$ cat config.mk
export PLATFORM = sky130hd
export DESIGN_NAME = slrs_front
export DESIGN_NICKNAME = d
export VERILOG_FILES = /design/src/rtl/core/assert_macros.svh /design/src/rtl/core/slrs_pkg.sv /design/src/rtl/core/slrs_front.sv
export SDC_FILE = /design/constraint.sdc
export NUM_CORES = 1
export LEC_CHECK = 0
export BUFFER_PORTS_ARGS = -buffer_cell sky130_fd_sc_hd__buf_2
export CAP_MARGIN = 40
export CORE_MARGIN = 2
export CORE_UTILIZATION = 38
export DETAILED_ROUTE_END_ITERATION = 8
export MAX_ROUTING_LAYER = met4
export PLACE_DENSITY = 0.62
export SYNTH_ARGS = -nofsm -noshare
export SYNTH_HDL_FRONTEND = slang
export SYNTH_SLANG_ARGS = --single-unit
$ cat constraint.sdc
create_clock -name clk -period 9.85 [get_ports clk]
set_clock_uncertainty 0.05 [all_clocks]
set_input_delay 1.4775 -clock clk [delete_from_list [all_inputs] [get_ports clk]]
set_output_delay 1.4775 -clock clk [all_outputs]
set_load 0.02 [all_outputs]
$ cat src/rtl/core/assert_macros.svh
// Assertion macros for the RTL of the leaving-row selector.
// Each macro samples on clk and is disabled while rst_n is low.
`ifndef ASSERT_MACROS_SVH
`define ASSERT_MACROS_SVH

// The condition must never hold.
`define SLRS_ASSERT_NEVER(lbl, cond) \
    lbl: assert property (@(posedge clk) disable iff (!rst_n) !(cond)) \
        else $error("assertion failed");

// Whenever the antecedent holds, the consequent holds in the same cycle.
`define SLRS_ASSERT_IMPLY(lbl, ante, cons) \
    lbl: assert property (@(posedge clk) disable iff (!rst_n) (ante) |-> (cons)) \
        else $error("assertion failed");

// Whenever the antecedent holds, the consequent holds in the next cycle.
`define SLRS_ASSERT_NEXT(lbl, ante, cons) \
    lbl: assert property (@(posedge clk) disable iff (!rst_n) (ante) |=> (cons)) \
        else $error("assertion failed");

`endif

$ cat src/rtl/core/slrs_pkg.sv
// Shared constants and types of the simplex leaving-row selector.
// Used by the queue front end, the row engine and the top level.
`default_nettype none

package slrs_pkg;

    localparam int DATA_W    = 32;
    localparam int FRAC_BITS = 16;
    localparam int TOL_W     = 31;
    localparam int MAX_COLS  = 64;
    localparam int COL_W     = 7;   // holds 0 .. MAX_COLS
    localparam int CIDX_W    = 6;   // column index inside one half of the store
    localparam int ROW_W     = 8;
    localparam int RAM_DEPTH = 2 * MAX_COLS;
    localparam int RAM_AW    = 7;
    localparam int DIV_W     = DATA_W + FRAC_BITS;
    localparam int DCNT_W    = 6;
    localparam int QDEPTH    = 2;
    localparam int PADDR_W   = 2;

    // Row verdict codes.
    localparam logic [1:0] V_NONE = 2'd0;
    localparam logic [1:0] V_TAKE = 2'd1;
    localparam logic [1:0] V_DROP = 2'd2;
    localparam logic [1:0] V_TIE  = 2'd3;

    // Register byte addresses.
    localparam logic [PADDR_W-1:0] ADDR_TOLERANCE = 2'd0;

    typedef struct packed {
        logic signed [DATA_W-1:0] basic_value;
        logic signed [DATA_W-1:0] direction_value;
        logic signed [DATA_W-1:0] coefficient;
        logic                     last;
        logic                     set_end;
    } item_t;

    typedef struct packed {
        logic       busy;
        logic [1:0] fill;
    } stat_t;

endpackage

`default_nettype wire

$ cat src/rtl/core/slrs_front.sv
// Front end: accepts input requests, marks the row end, and holds them in a
// two-entry queue for the row engine. Depends on slrs_pkg.
`default_nettype none

module slrs_front (
    input  wire logic                       clk,
    input  wire logic                       rst_n,
    input  wire logic                       in_valid,
    output logic                            in_stall,
    input  wire logic signed [31:0]         basic_value,
    input  wire logic signed [31:0]         direction_value,
    input  wire logic signed [31:0]         coefficient,
    input  wire logic                       row_end,
    input  wire logic                       set_end,
    output logic                            q_valid,
    output slrs_pkg::item_t                 q_item,
    input  wire logic                       q_pop,
    output logic [1:0]                      q_fill
);

    slrs_pkg::item_t ent_reg [slrs_pkg::QDEPTH];
    logic            wr_ptr_reg;
    logic            rd_ptr_reg;
    logic [1:0]      count_reg;
    logic            push;
    slrs_pkg::item_t new_item;

    assign in_stall = (count_reg == 2'(slrs_pkg::QDEPTH));
    assign push     = in_valid && !in_stall;
    assign q_valid  = (count_reg != 2'd0);
    assign q_item   = ent_reg[rd_ptr_reg];
    assign q_fill   = count_reg;

    always_comb
    begin
        new_item.basic_value     = basic_value;
        new_item.direction_value = direction_value;
        new_item.coefficient     = coefficient;
        // The set end also closes the row it falls in.
        new_item.last            = row_end || set_end;
        new_item.set_end         = set_end;
    end

    always_ff @(posedge clk)
    begin
        if (push)
        begin
            ent_reg[wr_ptr_reg] <= new_item;
        end
    end

    always_ff @(posedge clk or negedge rst_n)
    begin
        if (!rst_n)
        begin
            wr_ptr_reg <= 1'b0;
            rd_ptr_reg <= 1'b0;
            count_reg  <= 2'd0;
        end
        else
        begin
            if (push)
            begin
                wr_ptr_reg <= ~wr_ptr_reg;
            end
            if (q_pop && q_valid)
            begin
                rd_ptr_reg <= ~rd_ptr_reg;
            end
            if (push && !(q_pop && q_valid))
            begin
                count_reg <= count_reg + 2'd1;
            end
            else if (!push && q_pop && q_valid)
            begin
                count_reg <= count_reg - 2'd1;
            end
        end
    end

endmodule

`default_nettype wire

==> run metrics <==
Post-Synth Simple-Gate Area less than 1%; DRC errors left 0; Global Route Usage Sum between 10% and 20%; vias between 3000 and 4000; Final Max Tran Viols 0; #FFs+latches synth 200; setup_tns 0 ps; area leader, netlist edfxtp_1; Internal roughly 1900 uW; RSZ-0062 raised after global routing false; crit path from rd_ptr_reg; synth unique cells 18; grt total ovfl 0; Core Area 0.01877 mm2; Max FO, Critical Path 39; Setup violations, final 0; area share of xor/xnor cells in the synthesized design 0.2397%; fin area ~0.0092 mm2; leakage around 0.0035 uW; Hold WC Path Type reg2reg; final WL 14.07 mm; CTS Hold Bufs 0; clock power share approximately a quarter; Layout Utilization roughly half; Skew-Pair Late Insertion Delay around 420 ps; largest net degree at the start of global routing 58; first-pass iteration count of the detailed router 4; clk sinks 200; flop2flop setup slack approximately 7400 ps; status finished, final reports clean; dpl hpwl a little over 9 mm; Max Root-Sink Buffers 2; CTS Buf Count 17; global routing's busiest layer met2; Req. time, crit path between 8000 and 9000 ps; worst setup margin between 5000 and 6000 ps; post-CTS sizing 0; Placed Cells incl. Taps approximately 760; share of layout cells above drive strength 1 between 60% and 70%; Die Width ~140 um; sequential fraction of the synthesis area between 80% and 90%; gpl congestion between 0.7 and 0.8; Gate power share between 30% and 40%; Compound-Gate Fraction of Synth Area less than 1%; Net Sw Power slightly below 900 uW; crit path buf inv count 3; CTS clk-pin slew, worst paths ~70 ps; Layout area overhead 26.40%; layout filler cell count around 1600; crit start category flop; Critical Path, Cell by Cell buf_4 -> buf_16 -> mux2_2 -> buf_2; Vert. Die Dim between 100 and 150 um; Synth Cell Area ~0.0073 mm2; wire per inst between 15 and 20 um; clk root buf clkbuf_16; FF-to-FF Start q_fill[0]; CTS tree yes; Sequential Power Share 43.2%; most frequent cells in the layout buf_2 (203), edfxtp_1 (196), mux2_2 (88); area post-placement 0.008630 mm2; Post-Syn Instances about 330; initial antenna violation count 3; global-route met1 utilization 16.51%; most common cell after layout, fill and taps aside buf_2; Tcrit/Tclk final roughly two fifths; fin cells 794; drt initial violations approximately 180; die area just over 0.02 mm2; layout net count about 650; Max-cap violations 0; first-pass GRT wire length between 20 and 25 mm; Worst path depth 4; Final Hold Fails 0; met3 Use GR ~5.8%; WS Path Type reg2out; Post-DRT Antenna Nets 0; Final min period between 4000 and 5000 ps; Crit path largest cell delay 760 ps; # H-tree levels 4; main combinational cell family by area after synthesis multiplexers; Largest register FFs 196; Least-Margin Pin Slew between 700 and 800 ps; Power Density around 300 mW/mm2; Critical Path Slowest Stage Cell dfrtp_4; met2 Usage GRT between 20% and 30%; Worst setup endpoint q_item[89]; Max rail drop VDD 0.1890 mV; post-synth top area share between 80% and 90%; Synth Area in Adders 0%; # rows 50; R2R depth 3; Avg Inst Size Synth 22.28 um2; mux contribution to synthesized area 15.61%; f_max 247.7 MHz; Critical R2R Capture ent_reg[1][13]; Sw Share a little under a third; Initial Utilization between 30% and 40%; largest cells by area after synthesis edfxtp_1 (81%), mux2_2 (14%), mux2_4 (2.1%), dfrtp_1 (1.4%), buf_2 (0.55%); Ports just over 200; Port Buffers slightly above 200; Top delay family on crit path buffers and inverters; DP Worst Slack 6221 ps; Ys Warns 0; syn nets 430; Via-to-Cell Ratio between 4 and 5; slew margin rel. around 48%; Worst setup EP type output pin; critical path arrival around 2500 ps; Setup Fix Bufs, Post-CTS 0; vias in the first global route approximately 4000
[cell families after synthesis]
family	Yosys count
mux	98
compound gates	6
simple gates	9
buf+inv	13
flops	200
xor+xnor	2
[power groups by stage]
stage	sequential, uW	combinational [uW]	clock (uW)
global placement	1210	854	0
detailed placement	1220	877	0
global route	1220	924	765
finish	1200	863	711
CTS	1200	881	730
floorplan	1200	626	0
[cell usage after synthesis]
master,count
nand2b_1,1
dfrtp_1,4
buf_6,3
nand2_1,2
nor2b_1,1
xnor2_1,2
inv_1,2
o211ai_1,1
edfxtp_1,196
and3_1,1
o21ai_0,2
or2_2,2
mux2_4,10
buf_2,8
mux2_2,88
nor3b_1,1
a21oi_1,3
nor2_1,1
[worst min path at each step]
stage | startpoint | to | slack, ps | depth (start not counted)
6_report | wr_ptr_reg | wr_ptr_reg | 510 | 1
5_1_grt | wr_ptr_reg | wr_ptr_reg | 550 | 1
4_1_cts | wr_ptr_reg | wr_ptr_reg | 520 | 1
3_5_place_dp | wr_ptr_reg | wr_ptr_reg | 510 | 1
3_3_place_gp | q_fill[0] | q_fill[0] | 490 | 1
2_1_floorplan | wr_ptr_reg | wr_ptr_reg | 410 | 1
[final cells by class]
| class | count | area (um2) | share of cell area, % |
|---|---|---|---|
| clock inverter | 14 | 171.4 | 1.856 |
| tap | 234 | 292.8 | 3.169 |
| clock buffer | 18 | 429.2 | 4.646 |
| sequential | 200 | 5989 | 64.84 |
| antenna | 3 | 7.507 | 0.08127 |
| inverter | 2 | 7.507 | 0.08127 |
| multi-input combinational | 115 | 1254 | 13.57 |
| timing repair buffer | 208 | 1086 | 11.76 |
[through the flow]
stage	power (uW)	hold slack (ps)
finish	2772	514.1
global route	2906	546.7
CTS	2812	521.5
detailed placement	2097	508.8
global placement	2063	486.5
floorplan	1823	410.2
[routing by layer]
layer  vias to the layer above  part of all wire [%]
met5                         -                     0
met4                         0                  0.87
met3                        10                   7.4
met2                       132                    49
met1                      1890                    43
li1                       1738                     -
Note: power is estimated with default switching activity, not from simulation.
